## config.mk

```make
export PLATFORM = sky130hd
export DESIGN_NAME = framed_command_receiver_core_flat
export DESIGN_NICKNAME = d
export VERILOG_FILES = /design/src/design/frc_pkg.sv /design/src/design/frc_if.sv /design/src/design/frc_in_stage.sv /design/src/design/frc_deframer.sv /design/src/design/frc_out_stage.sv /design/src/design/framed_command_receiver_core.sv /design/src/flat_wrapper.sv
export SDC_FILE = /design/constraint.sdc
export NUM_CORES = 1
export LEC_CHECK = 0
export BUFFER_PORTS_ARGS = -buffer_cell sky130_fd_sc_hd__buf_2
export CORE_MARGIN = 8
export CORE_UTILIZATION = 62
export DETAILED_ROUTE_END_ITERATION = 10
export PLACE_DENSITY_LB_ADDON = 0.2
export SLEW_MARGIN = 20
export SYNTH_ARGS = -nofsm -noshare
export SYNTH_HDL_FRONTEND = slang
export SYNTH_HIERARCHICAL = 1
export SYNTH_SLANG_ARGS = --single-unit
```

## constraint.sdc

```tcl
create_clock -name clk -period 4.3 [get_ports clk]
set_input_delay 1.075 -clock clk [delete_from_list [all_inputs] [get_ports clk]]
set_output_delay 1.075 -clock clk [all_outputs]
set_load 0.02 [all_outputs]
```

## src/design/frc_pkg.sv

```systemverilog
// ----------------------------------------------------------------------------
// Framed command receiver package
// Frame constants, event codes, phase encoding and shared item types.
// ----------------------------------------------------------------------------
`default_nettype none

package frc_pkg;

	localparam int MAX_PAYLOAD_BYTES = 16;
	localparam int LEN_W = $clog2(MAX_PAYLOAD_BYTES + 1);
	localparam int ACK_LEN = 2;

	localparam logic [7:0] SOF_BYTE = 8'hAA;
	localparam logic [7:0] ACK_CMD = 8'h81;
	localparam logic [7:0] MAX_LEN_BYTE = 8'(MAX_PAYLOAD_BYTES);

	typedef enum logic [2:0] {
		EV_ACK_OK      = 3'd0,
		EV_ACK_BAD_LEN = 3'd1,
		EV_NON_ACK     = 3'd2,
		EV_CHECK_ERR   = 3'd3,
		EV_LEN_TOO_BIG = 3'd4
	} event_t;

	typedef enum logic [4:0] {
		PH_WAIT    = 5'b00001,
		PH_CMD     = 5'b00010,
		PH_LEN     = 5'b00100,
		PH_PAYLOAD = 5'b01000,
		PH_CHECK   = 5'b10000
	} phase_t;

	// Byte presented to the deframer for the current cycle.
	typedef struct packed {
		logic       step;
		logic [7:0] rx_byte;
	} step_t;

	// Event produced by the deframer while stepping one byte.
	typedef struct packed {
		logic       valid;
		event_t     event_res;
		logic [7:0] frame_cmd;
		logic [7:0] hdr_len;
		logic [7:0] acked_cmd;
		logic [7:0] ack_status;
	} result_t;

endpackage

`default_nettype wire

```

## src/design/frc_if.sv

```systemverilog
// ----------------------------------------------------------------------------
// Framed command receiver channels
// Valid/ready channels for received bytes and for frame events.
// ----------------------------------------------------------------------------
`default_nettype none

interface frc_byte_if;
	logic       valid;
	logic       ready;
	logic [7:0] rx_byte;

	modport source (output valid, output rx_byte, input ready);
	modport sink (input valid, input rx_byte, output ready);
endinterface

interface frc_event_if;
	logic       valid;
	logic       ready;
	logic [2:0] event_res;
	logic [7:0] frame_cmd;
	logic [7:0] hdr_len;
	logic [7:0] acked_cmd;
	logic [7:0] ack_status;

	modport source (
		output valid, output event_res, output frame_cmd, output hdr_len,
		output acked_cmd, output ack_status, input ready
	);
	modport sink (
		input valid, input event_res, input frame_cmd, input hdr_len,
		input acked_cmd, input ack_status, output ready
	);
endinterface

`default_nettype wire

```

## src/design/frc_in_stage.sv

```systemverilog
// ----------------------------------------------------------------------------
// Input byte register
// Holds one accepted byte and releases it to the deframer when the
// result register can take whatever it produces.
// ----------------------------------------------------------------------------
`default_nettype none

module frc_in_stage (
	input  wire logic         clk,
	input  wire logic         arst_n,
	frc_byte_if.sink          rx,
	input  wire logic         take,
	output frc_pkg::step_t    step
);

	logic       valid_s1;
	logic [7:0] byte_s1;
	logic       advance;

	assign advance  = valid_s1 && take;
	assign rx.ready = !valid_s1 || take;

	assign step.step    = advance;
	assign step.rx_byte = byte_s1;

	always_ff @(posedge clk or negedge arst_n) begin
		if (!arst_n) begin
			valid_s1 <= 1'b0;
		end else if (rx.valid && rx.ready) begin
			valid_s1 <= 1'b1;
		end else if (advance) begin
			valid_s1 <= 1'b0;
		end
	end

	always_ff @(posedge clk) begin
		if (rx.valid && rx.ready) begin
			byte_s1 <= rx.rx_byte;
		end
	end

endmodule

`default_nettype wire

```

## src/design/frc_deframer.sv

```systemverilog
// ----------------------------------------------------------------------------
// Frame parser
// Phase machine, running checksum and first two payload bytes; decides
// the event for an oversize length or a check byte.
// ----------------------------------------------------------------------------
`default_nettype none

module frc_deframer (
	input  wire logic            clk,
	input  wire logic            arst_n,
	input  wire frc_pkg::step_t  step,
	output frc_pkg::result_t     res
);

	frc_pkg::phase_t            phase_q, phase_n;
	logic [7:0]                 cmd_q, cmd_n;
	logic [frc_pkg::LEN_W-1:0]  len_q, len_n;
	logic [frc_pkg::LEN_W-1:0]  idx_q, idx_n;
	logic [7:0]                 sum_q, sum_n;
	logic [7:0]                 pay0_q, pay1_q;
	logic                       wr0, wr1;
	logic [7:0]                 b;
	logic [7:0]                 sum_add;

	assign b       = step.rx_byte;
	assign sum_add = sum_q + b;

	always_comb begin
		phase_n = phase_q;
		cmd_n   = cmd_q;
		len_n   = len_q;
		idx_n   = idx_q;
		sum_n   = sum_q;
		wr0     = 1'b0;
		wr1     = 1'b0;
		res     = '0;
		res.frame_cmd = cmd_q;

		unique case (phase_q)
			frc_pkg::PH_WAIT: begin
				if (b == frc_pkg::SOF_BYTE) begin
					phase_n = frc_pkg::PH_CMD;
					len_n   = '0;
					idx_n   = '0;
					sum_n   = '0;
				end
			end
			frc_pkg::PH_CMD: begin
				cmd_n   = b;
				sum_n   = b;
				phase_n = frc_pkg::PH_LEN;
			end
			frc_pkg::PH_LEN: begin
				if (b > frc_pkg::MAX_LEN_BYTE) begin
					res.valid     = 1'b1;
					res.event_res = frc_pkg::EV_LEN_TOO_BIG;
					res.hdr_len   = b;
					phase_n = (b == frc_pkg::SOF_BYTE) ? frc_pkg::PH_CMD : frc_pkg::PH_WAIT;
					cmd_n   = '0;
					len_n   = '0;
					idx_n   = '0;
					sum_n   = '0;
				end else begin
					sum_n   = sum_add;
					len_n   = b[frc_pkg::LEN_W-1:0];
					idx_n   = '0;
					phase_n = (b == 8'd0) ? frc_pkg::PH_CHECK : frc_pkg::PH_PAYLOAD;
				end
			end
			frc_pkg::PH_PAYLOAD: begin
				wr0   = (idx_q == frc_pkg::LEN_W'(0));
				wr1   = (idx_q == frc_pkg::LEN_W'(1));
				idx_n = idx_q + frc_pkg::LEN_W'(1);
				sum_n = sum_add;
				if (idx_n >= len_q) begin
					phase_n = frc_pkg::PH_CHECK;
				end
			end
			frc_pkg::PH_CHECK: begin
				res.valid   = 1'b1;
				res.hdr_len = 8'(len_q);
				priority if (b != sum_q) begin
					res.event_res = frc_pkg::EV_CHECK_ERR;
				end else if (cmd_q != frc_pkg::ACK_CMD) begin
					res.event_res = frc_pkg::EV_NON_ACK;
				end else if (len_q != frc_pkg::LEN_W'(frc_pkg::ACK_LEN)) begin
					res.event_res = frc_pkg::EV_ACK_BAD_LEN;
				end else begin
					res.event_res  = frc_pkg::EV_ACK_OK;
					res.acked_cmd  = pay0_q;
					res.ack_status = pay1_q;
				end
				phase_n = (b == frc_pkg::SOF_BYTE) ? frc_pkg::PH_CMD : frc_pkg::PH_WAIT;
				cmd_n   = '0;
				len_n   = '0;
				idx_n   = '0;
				sum_n   = '0;
			end
			default: begin
				phase_n = frc_pkg::PH_WAIT;
				cmd_n   = '0;
				len_n   = '0;
				idx_n   = '0;
				sum_n   = '0;
			end
		endcase

		if (!step.step) begin
			res.valid = 1'b0;
		end
	end

	always_ff @(posedge clk or negedge arst_n) begin
		if (!arst_n) begin
			phase_q <= frc_pkg::PH_WAIT;
			cmd_q   <= '0;
			len_q   <= '0;
			idx_q   <= '0;
			sum_q   <= '0;
		end else if (step.step) begin
			phase_q <= phase_n;
			cmd_q   <= cmd_n;
			len_q   <= len_n;
			idx_q   <= idx_n;
			sum_q   <= sum_n;
		end
	end

	// Payload bytes only matter once written; no reset needed.
	always_ff @(posedge clk) begin
		if (step.step && wr0) begin
			pay0_q <= b;
		end
		if (step.step && wr1) begin
			pay1_q <= b;
		end
	end

endmodule

`default_nettype wire

```

## src/design/frc_out_stage.sv

```systemverilog
// ----------------------------------------------------------------------------
// Event output register
// Registers one event item and holds it until the sink takes it.
// ----------------------------------------------------------------------------
`default_nettype none

module frc_out_stage (
	input  wire logic              clk,
	input  wire logic              arst_n,
	input  wire frc_pkg::result_t  res,
	input  wire logic              load,
	output logic                   can_load,
	frc_event_if.source            evt
);

	logic             valid_q;
	frc_pkg::result_t res_q;

	assign can_load = !valid_q || evt.ready;

	assign evt.valid      = valid_q;
	assign evt.event_res  = res_q.event_res;
	assign evt.frame_cmd  = res_q.frame_cmd;
	assign evt.hdr_len    = res_q.hdr_len;
	assign evt.acked_cmd  = res_q.acked_cmd;
	assign evt.ack_status = res_q.ack_status;

	always_ff @(posedge clk or negedge arst_n) begin
		if (!arst_n) begin
			valid_q <= 1'b0;
		end else if (load) begin
			valid_q <= res.valid;
		end else if (evt.ready) begin
			valid_q <= 1'b0;
		end
	end

	always_ff @(posedge clk) begin
		if (load && res.valid) begin
			res_q <= res;
		end
	end

endmodule

`default_nettype wire

```

## src/design/framed_command_receiver_core.sv

```systemverilog
// ----------------------------------------------------------------------------
// Framed command receiver core
// Deframes SOF, CMD, LEN, PAYLOAD, CHECK byte streams and reports one
// event item per oversize length or per check byte.
// ----------------------------------------------------------------------------
// Path: the byte that causes an event item passes the input register,
//   then the event register, before the item is valid on evt.
// Throughput: one byte per cycle unless an event is held; the phase machine steps once per cycle.
// Backpressure: a held event stalls stepping; the input register still
//   takes one byte while the event waits.
// Reset: arst_n clears phase (waiting for SOF), command, length, index,
//   checksum and both valid flags at once; no clearing pass.
`default_nettype none

module framed_command_receiver_core (
	input  wire logic   clk,
	input  wire logic   arst_n,
	frc_byte_if.sink    rx,
	frc_event_if.source evt
);

	// Byte handed to the parser this cycle (qualified by the out register).
	frc_pkg::step_t   step;
	// Event from the parser for that byte, if any.
	frc_pkg::result_t res;
	// Event register is empty or being drained this cycle.
	logic             can_load;

	// Input register: one byte, released only when the result slot is free.
	frc_in_stage u_in (
		.clk    (clk),
		.arst_n (arst_n),
		.rx     (rx),
		.take   (can_load),
		.step   (step)
	);

	// Phase machine, checksum and ACK payload capture.
	frc_deframer u_deframer (
		.clk    (clk),
		.arst_n (arst_n),
		.step   (step),
		.res    (res)
	);

	// Event register; bytes that raise no event just clear or keep it.
	frc_out_stage u_out (
		.clk      (clk),
		.arst_n   (arst_n),
		.res      (res),
		.load     (step.step),
		.can_load (can_load),
		.evt      (evt)
	);

endmodule

`default_nettype wire

```

## src/flat_wrapper.sv

```systemverilog
// flat-port wrapper written by rule: the top's interface ports become plain ports
module framed_command_receiver_core_flat 
  (clk, arst_n, rx_valid, rx_rx_byte, rx_ready, evt_valid, evt_event_res, evt_frame_cmd, evt_hdr_len, evt_acked_cmd, evt_ack_status, evt_ready);
  frc_byte_if rx_i ();
  frc_event_if evt_i ();
  input  wire logic clk;
  input  wire logic arst_n;
  input wire logic [$bits(rx_i.valid)-1:0] rx_valid;
  input wire logic [$bits(rx_i.rx_byte)-1:0] rx_rx_byte;
  output wire logic [$bits(rx_i.ready)-1:0] rx_ready;
  output wire logic [$bits(evt_i.valid)-1:0] evt_valid;
  output wire logic [$bits(evt_i.event_res)-1:0] evt_event_res;
  output wire logic [$bits(evt_i.frame_cmd)-1:0] evt_frame_cmd;
  output wire logic [$bits(evt_i.hdr_len)-1:0] evt_hdr_len;
  output wire logic [$bits(evt_i.acked_cmd)-1:0] evt_acked_cmd;
  output wire logic [$bits(evt_i.ack_status)-1:0] evt_ack_status;
  input wire logic [$bits(evt_i.ready)-1:0] evt_ready;
  assign rx_i.valid = rx_valid;
  assign rx_i.rx_byte = rx_rx_byte;
  assign rx_ready = rx_i.ready;
  assign evt_valid = evt_i.valid;
  assign evt_event_res = evt_i.event_res;
  assign evt_frame_cmd = evt_i.frame_cmd;
  assign evt_hdr_len = evt_i.hdr_len;
  assign evt_acked_cmd = evt_i.acked_cmd;
  assign evt_ack_status = evt_i.ack_status;
  assign evt_i.ready = evt_ready;
  framed_command_receiver_core u_core (.clk(clk), .arst_n(arst_n), .rx(rx_i), .evt(evt_i));
endmodule
```

After elaboration in Yosys (flattened, before gate mapping). Index checks and enable logic that the tools add are counted.

Flip-flop bits (word level): 92. Input bits: 12.

Reduce and logical (&&, ||, !) cells: 21. Order comparisons: 2. Mux-type cells: 29. Bitwise gates (word level): 4. Eq/ne operators: 13. $add $sub $neg: 2.

Operators with widths (count): two-way mux 8 bit (4); case mux 8 bit (4 select lines) (1); two-way mux 5 bit (6); case mux 5 bit (3 select lines) (2); case mux 5 bit (5 select lines) (1); case mux 8 bit (3 select lines) (1); case mux 8 bit (2 select lines) (1); AND reduction 3 bit (4); equality test 5 x 1 -> 1 bit, second input constant (2); adder 8 bit (1); equality test 8 bit, second input constant (1); > comparator 8 x 5 -> 1 bit, second input constant (1); zero test 8 bit (1); two-way mux 1 bit (8); inequality test 8 bit (1); inequality test 8 bit, second input constant (1); case mux 4 bit (2 select lines) (1); two-way mux 3 bit (2); inequality test 2 bit, second input constant (3); adder 5 x 1 -> 5 bit, second input constant (1); equality test 5 x 2 -> 1 bit, second input constant (1); equality test 5 x 3 -> 1 bit, second input constant (1); equality test 5 x 4 -> 1 bit, second input constant (1); equality test 5 bit, second input constant (1); other kinds (13) (24).

Longest topological paths before layout. Gate-level depths: netlist (run 1).

Depth after elaboration: 7. Depth in mapped cells: 9. Mapped depth without buffers: 8.

Cells and area by module. Netlist (run 1), hierarchy kept.

By module, submodules not included: frc_deframer (seq. area each 1257.5 um^2, area each 2842.7 um^2, cells each 275, instances 1); frc_out_stage (seq. area each 1076.0 um^2, area each 1106.1 um^2, cells each 39, instances 1); frc_in_stage (seq. area each 265.3 um^2, area each 307.8 um^2, cells each 14, instances 1).

Worst setup path after synthesis (run 1). OpenSTA, ideal clock, no wires.

Kind: input port to flip-flop. Start: input port evt_ready. End: register u_core.u_deframer.sum_q[7]. Library setup time: 0.067 ns. Cell stages on the path: 9. Data required time: 4.233 ns. Arrival: 2.533 ns. Slack: 1.700 ns. Cells stage by stage: nand2b_4 -> and2_1 -> buf_4 -> clkbuf_1 -> nand2_1 -> nor4_1 -> clkbuf_1 -> and2_1 -> a221o_1.

Longest elaborated chain between the ends: 3.

Ends and longest elaborated chain: from (decl) (RTL line flat_wrapper.sv:17) `input wire logic [$bits(evt_i.ready)-1:0] evt_ready;`; logical OR 1 bit (RTL line frc_out_stage.sv:19) `assign can_load = !valid_q || evt.ready;`; logical AND 1 bit (RTL line frc_in_stage.sv:20) `assign advance = valid_s1 && take;`; named net u_core.u_in.advance (RTL line frc_in_stage.sv:18) `logic advance;`; AND reduction 2 bit (no source line); to (signal assigned) (RTL line frc_deframer.sv:125) `sum_q <= sum_n;`; to (decl) (RTL line frc_deframer.sv:19) `logic [7:0] sum_q, sum_n;`.

The timed path passes the listed nets, and every way through them passes these cells. A chain may end at the register's enable or synchronous reset.

Worst setup path after layout (run 1).
Start: register u_core.u_in.byte_s1[5]. End: register u_core.u_out.res_q, in the netlist u_core/u_out/evt.acked_cmd[7], data pin.

Longest elaborated chain between the ends: 2.

Ends and longest elaborated chain: from (decl) (RTL line frc_in_stage.sv:17) `logic [7:0] byte_s1;`; from (signal assigned) (RTL line frc_in_stage.sv:38) `byte_s1 <= rx.rx_byte;`; inequality test 8 bit (RTL line frc_deframer.sv:82) `priority if (b != sum_q) begin`; OR reduction 4 bit (no source line); to (signal assigned) (RTL line frc_out_stage.sv:40) `res_q <= res;`; to (decl) (RTL line frc_out_stage.sv:17) `frc_pkg::result_t res_q;`.

Every way passes these cells.

==> results of run 1 <==
==> cell usage after synthesis, drive strengths merged, types with 3 or more instances <==
master | instances | area [µm²]
o21a | 3 | 22.5
and3 | 4 | 25.0
nand2b | 8 | 67.6
o21ai | 21 | 109
nand4 | 5 | 31.3
ha | 15 | 188
o211ai | 3 | 22.5
edfxtp | 59 | 1770
a22o | 4 | 35.0
nor4 | 5 | 43.8
inv | 12 | 45.0
a21o | 8 | 60.1
xor2 | 5 | 43.8
mux2i | 5 | 50.1
xnor2 | 5 | 43.8
buf | 8 | 56.3
o21bai | 3 | 22.5
clkbuf | 4 | 15.0
a22oi | 3 | 22.5
nor2 | 17 | 90.1
nor3 | 8 | 40.0
nand3 | 4 | 20.0
dfrtp | 32 | 801
nand2 | 23 | 86.3
and2 | 26 | 168
a21oi | 5 | 25.0
a221o | 5 | 50.1
==> sequential cells by signal (all words and copies together), names as in the netlist, 8 cells and up <==
name and cells:
u_core/u_out/evt.ack_status 8, u_core/u_out/evt.frame_cmd 8, u_core/u_out/evt.acked_cmd 8, u_core/u_deframer/pay0_q 8, u_core/u_in/byte_s1 8, u_core/u_out/evt.hdr_len 8
u_core/u_deframer/cmd_q 8, u_core/u_deframer/sum_q 8, u_core/u_deframer/pay1_q 8
==> final cells by class <==
type | count | share of cell area [%]
Sequential cell | 92 | 54.5
Timing Repair Buffer | 50 | 5.35
Inverter | 12 | 0.945
Multi-Input combinational cell | 212 | 32.3
Tap cell | 80 | 2.10
Clock buffer | 9 | 2.60
Clock inverter | 7 | 2.15
==> where the power goes <==
| part | switching [mW] | leakage [nW] | internal (mW) |
|---|---|---|---|
| sequential | 0.0275 | 0.945 | 0.952 |
| clock | 0.326 | 0.117 | 0.337 |
| combinational | 0.0943 | 0.810 | 0.0566 |
| total | 0.447 | 1.87 | 1.35 |
==> per-stage QoR <==
| step | instance area, µm² | hold slack [ns] |
|---|---|---|
| 3_3_place_gp | 4540 | 0.462 |
| 6_report | 4770 | 0.485 |
| 3_5_place_dp | 4540 | 0.462 |
| 2_1_floorplan | 4260 | 0.439 |
| 4_1_cts | 4770 | 0.484 |
| 5_1_grt | 4770 | 0.497 |
==> kinds of logic (layout without fill, tap and decap cells) <==
family | count (synthesis) | count (layout) | share of synthesized area, %
flops | 92 | 92 | 61.1
compound gates | 67 | 67 | 11.8
simple gates | 112 | 112 | 15.8
mux | 7 | 7 | 1.70
fa+ha+maj | 16 | 16 | 4.88
xor+xnor | 10 | 10 | 2.06
buf+inv | 24 | 78 | 2.73
==> metal layers <==
metal / vias up / GRT usage (%) / part of all wire (%)
met1: 1322 / 23.3 / 44
li1: 1308 / - / -
met3: 7 / 5.92 / 8.2
met2: 121 / 28.1 / 47
met5: - / 0 / 0
met4: 0 / 5.43 / 0.85
==> worst max-delay path by stage <==
stage,slack [ns],endpoint,from,cells after the start
floorplan,1.70,u_core/u_deframer/sum_q[7],evt_ready,9
global placement,1.61,u_core/u_deframer/sum_q[7],evt_ready,6
detailed placement,1.52,u_core/u_out/evt.acked_cmd[7],u_core/u_in/byte_s1[4],5
CTS,1.50,u_core/u_out/evt.ack_status[6],u_core/u_in/byte_s1[5],5
global route,1.31,u_core/u_out/evt.ack_status[6],u_core/u_in/byte_s1[5],5
finish,1.51,u_core/u_out/evt.acked_cmd[7],u_core/u_in/byte_s1[5],5
==> impl_metrics.ini, run 1 <==
[clock_network]
clockBufferDepth = 2
cts_tree = done
htree_levels = 3
cts.reportedPaths.clkPinSlew_ns = 0.10
post-cts-setup-buffers = 0
insertion_delay_ns = 0.36
ctsResizeCount = 0
cts_hold_buf = 0
clkSinkCount = 92
cts_root_buf = clkbuf_8
numCtsBuffers = 9

[finish]
seq_area_um2 = 2600
final_common_cell = edfxtp_1
multi_input_area_um2 = 1540
nFillCells = 448
layout.nets = 405
antennaDiodeCount = 0
drive_above_1_share_pct = 22.0
syn_to_final_growth_pct = 12.0
finish.utilization_pct = 70.9
final_cell_mix = edfxtp_1 (59), buf_2 (48), dfrtp_1 (32), and2_1 (24), nand2_1 (23)
final_cell_count_no_fill = 462

[worst_setup_path]
r2r_slack_ns = 1.51
critPathArrivalTime_ns = 3.01
reg2reg_from = u_core/u_in/byte_s1[5]
slowest_delay_ns = 0.89
cp.required_ns = 4.52
path_max_fanout = 16
timing.critical_path.buf_inv = 0
path_cells = ha_1, nor4_1, nand3_1, nor4_2, and2_1
start_kind = flop
path_delay_family = simple AND/OR/NAND/NOR gates
crit_path_end_kind = flop
rr_endpoint = u_core/u_out/evt.acked_cmd[7]
slowest_stage = nor4_2
crit_type = flop to flop
worst_r2r_path_depth = 5

[worst_hold_path]
worstHoldStart = u_core/u_deframer/cmd_q[7]
hold_path_end = u_core/u_out/evt.frame_cmd[7]
min_path_type = flop to flop
whs_path_depth = 0

[sta]
drv_slew = 0
worst_slew_pin_slew_ns = 0.988
clock_skew_ns = 0.00867
period_needed_ns = 2.79
worst_slack_ns = 1.51
setup_violations = 0
setup_tns_ns = 0
post-route-period-util_pct = 64.8
final-hold-violation-count = 0
relSlewSlack_pct = 33.6
timing.fmax_ghz = 0.359
rsz0062_at_grt = no

[yosys]
async_flop_share_pct = 35.9
synthCells = 328
yosysWarnings = 6
synth_flop_cell = edfxtp_1
synth.net_count = 356
yosysSeqAreaShare_pct = 61.1
synthDistinctLibCells = 61
synth-edff-count = 59
synth_seq_cells = 92
netlist_area_um2 = 4260
syn_area_per_cell_um2 = 13.0

[grt]
grt_max_degree = 37
grt_pass1_wl_um = 13900
antenna_found_initial = 0
grt_pass1_vias = 2759
overflow = 0
track_usage_pct = 18.0

[routing]
first_iter_violations = 268
ant_nets = 0
vias_per_cell = 5.97
totalWireLength_um = 8350
wl_per_cell_um = 18.1
drcViolationCount = 0
vias = 2758
first_pass_iters = 5

[placed_design]
numPortBuffers = 48
hpwl_um = 5880
place.gp.congestion = 0.870
dp_cells = 446
place_ws_ns = 1.52

[pwr]
leakagePower_nw = 1.87
vdd_drop_max_v = 0.000237
power.density_nw_per_um2 = 376
p_total_mw = 1.79

[die]
die_h_um = 98.9
dieArea_um2 = 9770
coreArea_um2 = 6720
io_pins = 49
die_x_um = 98.9
rows = 30
start_util_pct = 63.4

[outcome]
status = completed

[run]
cap_violations = 0
Note: power is estimated with default switching activity, not from simulation.
==> inputs of run 2 (changes only) <==
- CORE_UTILIZATION: 62 -> 58
- clock period: 4.3 -> 2.7 ns (I/O delays scaled with it)
==> impl_metrics.ini, run 2 (synthesis gave the netlist of run 1 again) <==
[grt]
grt_pass1_vias = 2681
antenna_found_initial = 0
grt_max_degree = 37
grt_pass1_wl_um = 13100
track_usage_pct = 16.6
overflow = 0

[finish]
antennaDiodeCount = 0
finish.utilization_pct = 67.7
layout.nets = 416
final_cell_count_no_fill = 492
syn_to_final_growth_pct = 14.2
final_common_cell = edfxtp_1
final_cell_mix = edfxtp_1 (59), buf_2 (48), dfrtp_1 (32), and2_1 (24), nand2_1 (23)
drive_above_1_share_pct = 24.2

[worst_setup_path]
crit_type = flop to flop
critPathArrivalTime_ns = 2.75
reg2reg_from = u_core/u_deframer/idx_q[0]
start_kind = flop
r2r_slack_ns = 0.22
worst_r2r_path_depth = 8
cp.required_ns = 2.97
rr_endpoint = u_core/u_deframer/phase_q[4]
setup.worst_path.end = u_core/u_deframer/phase_q[4]
worstSetupStartpoint = u_core/u_deframer/idx_q[0]
path_max_fanout = 7
crit_path_end_kind = flop

[routing]
ant_nets = 0
totalWireLength_um = 8230
first_pass_iters = 4
wl_per_cell_um = 16.7
vias = 2780
vias_per_cell = 5.65
drcViolationCount = 0
first_iter_violations = 172

[clock_network]
post-cts-setup-buffers = 0
cts_hold_buf = 0
insertion_delay_ns = 0.37
clockBufferDepth = 2
cts.reportedPaths.clkPinSlew_ns = 0.10
clkSinkCount = 92
cts_tree = done
cts_root_buf = clkbuf_8
ctsResizeCount = 0
numCtsBuffers = 9
htree_levels = 3

[sta]
rsz0062_at_grt = no
whs_ns = 0.356
worst_slew_pin_slew_ns = 0.760
final-hold-violation-count = 0
worst_slack_ns = 0.221
setup_tns_ns = 0
drv_slew = 0
period_needed_ns = 2.48
timing.fmax_ghz = 0.403
relSlewSlack_pct = 49.3
setup_violations = 0
clock_skew_ns = 0.0124
post-route-period-util_pct = 91.8

[pwr]
leakagePower_nw = 1.92
power.density_nw_per_um2 = 576
vdd_drop_max_v = 0.000345

[die]
die_x_um = 102
io_pins = 49
die_h_um = 102
dieArea_um2 = 10300
coreArea_um2 = 7180
start_util_pct = 59.3
rows = 31

[placed_design]
numPortBuffers = 48
place_ws_ns = 0.297
hpwl_um = 5990
dp_cells = 476
place.gp.congestion = 0.920

[outcome]
status = completed

[worst_hold_path]
min_path_type = primary input to asynchronous set/reset pin

[run]
cap_violations = 0
run 2: power breakdown:
group	switching (mW)	leakage [nW]	internal, mW
sequential	0.0420	0.945	1.52
combinational	0.157	0.866	0.108
clock	0.524	0.110	0.453
total	0.723	1.92	2.08
run 2: how the worst min path moves through the flow:
stage	endpoint	slack, ns	depth (start not counted)
finish	u_core/u_in/valid_s1	0.36	1
global route	u_core/u_in/valid_s1	0.42	1
CTS	u_core/u_in/valid_s1	0.39	1
detailed placement	u_core/u_out/evt.frame_cmd[7]	0.46	0
global placement	u_core/u_out/evt.frame_cmd[7]	0.45	0
floorplan	u_core/u_deframer/cmd_q[0]	0.38	0
run 2: layout make-up:
type	instances	area, µm²
clock buffers	9	124
clock inverters	7	90.1
fillers	532	2310
inverters	12	45.0
multi-input cells	212	1540
flip-flops and latches	92	2600
well taps	99	124
repair buffers	61	338
run 2: through the flow:
| step | area [µm²] | total power, mW |
|---|---|---|
| 3_5_place_dp | 4650 | 1.85 |
| 3_3_place_gp | 4650 | 1.85 |
| 4_1_cts | 4860 | 2.82 |
| 5_1_grt | 4860 | 2.90 |
| 2_1_floorplan | 4260 | 1.76 |
| 6_report | 4860 | 2.80 |
run 2: worst max-delay path, cell delays in order (launching register included):
cell and delay [ns]:
dfrtp_1 0.47, ha_1 0.27, nand3_1 0.11, xnor2_1 0.20, ha_1 0.28, a2111oi_0 0.40
o21ai_1 0.17, nand2b_2 0.13, mux2_2 0.33
run 2: metal layers:
metal  global-route usage, %  up-vias  part of all wire, %
li1                        -     1334                    -
met1                    21.0     1343                   43
met2                    26.7       93                   48
met3                    4.74       10                  7.7
met4                    5.84        0                  1.2
met5                       0        -                    0
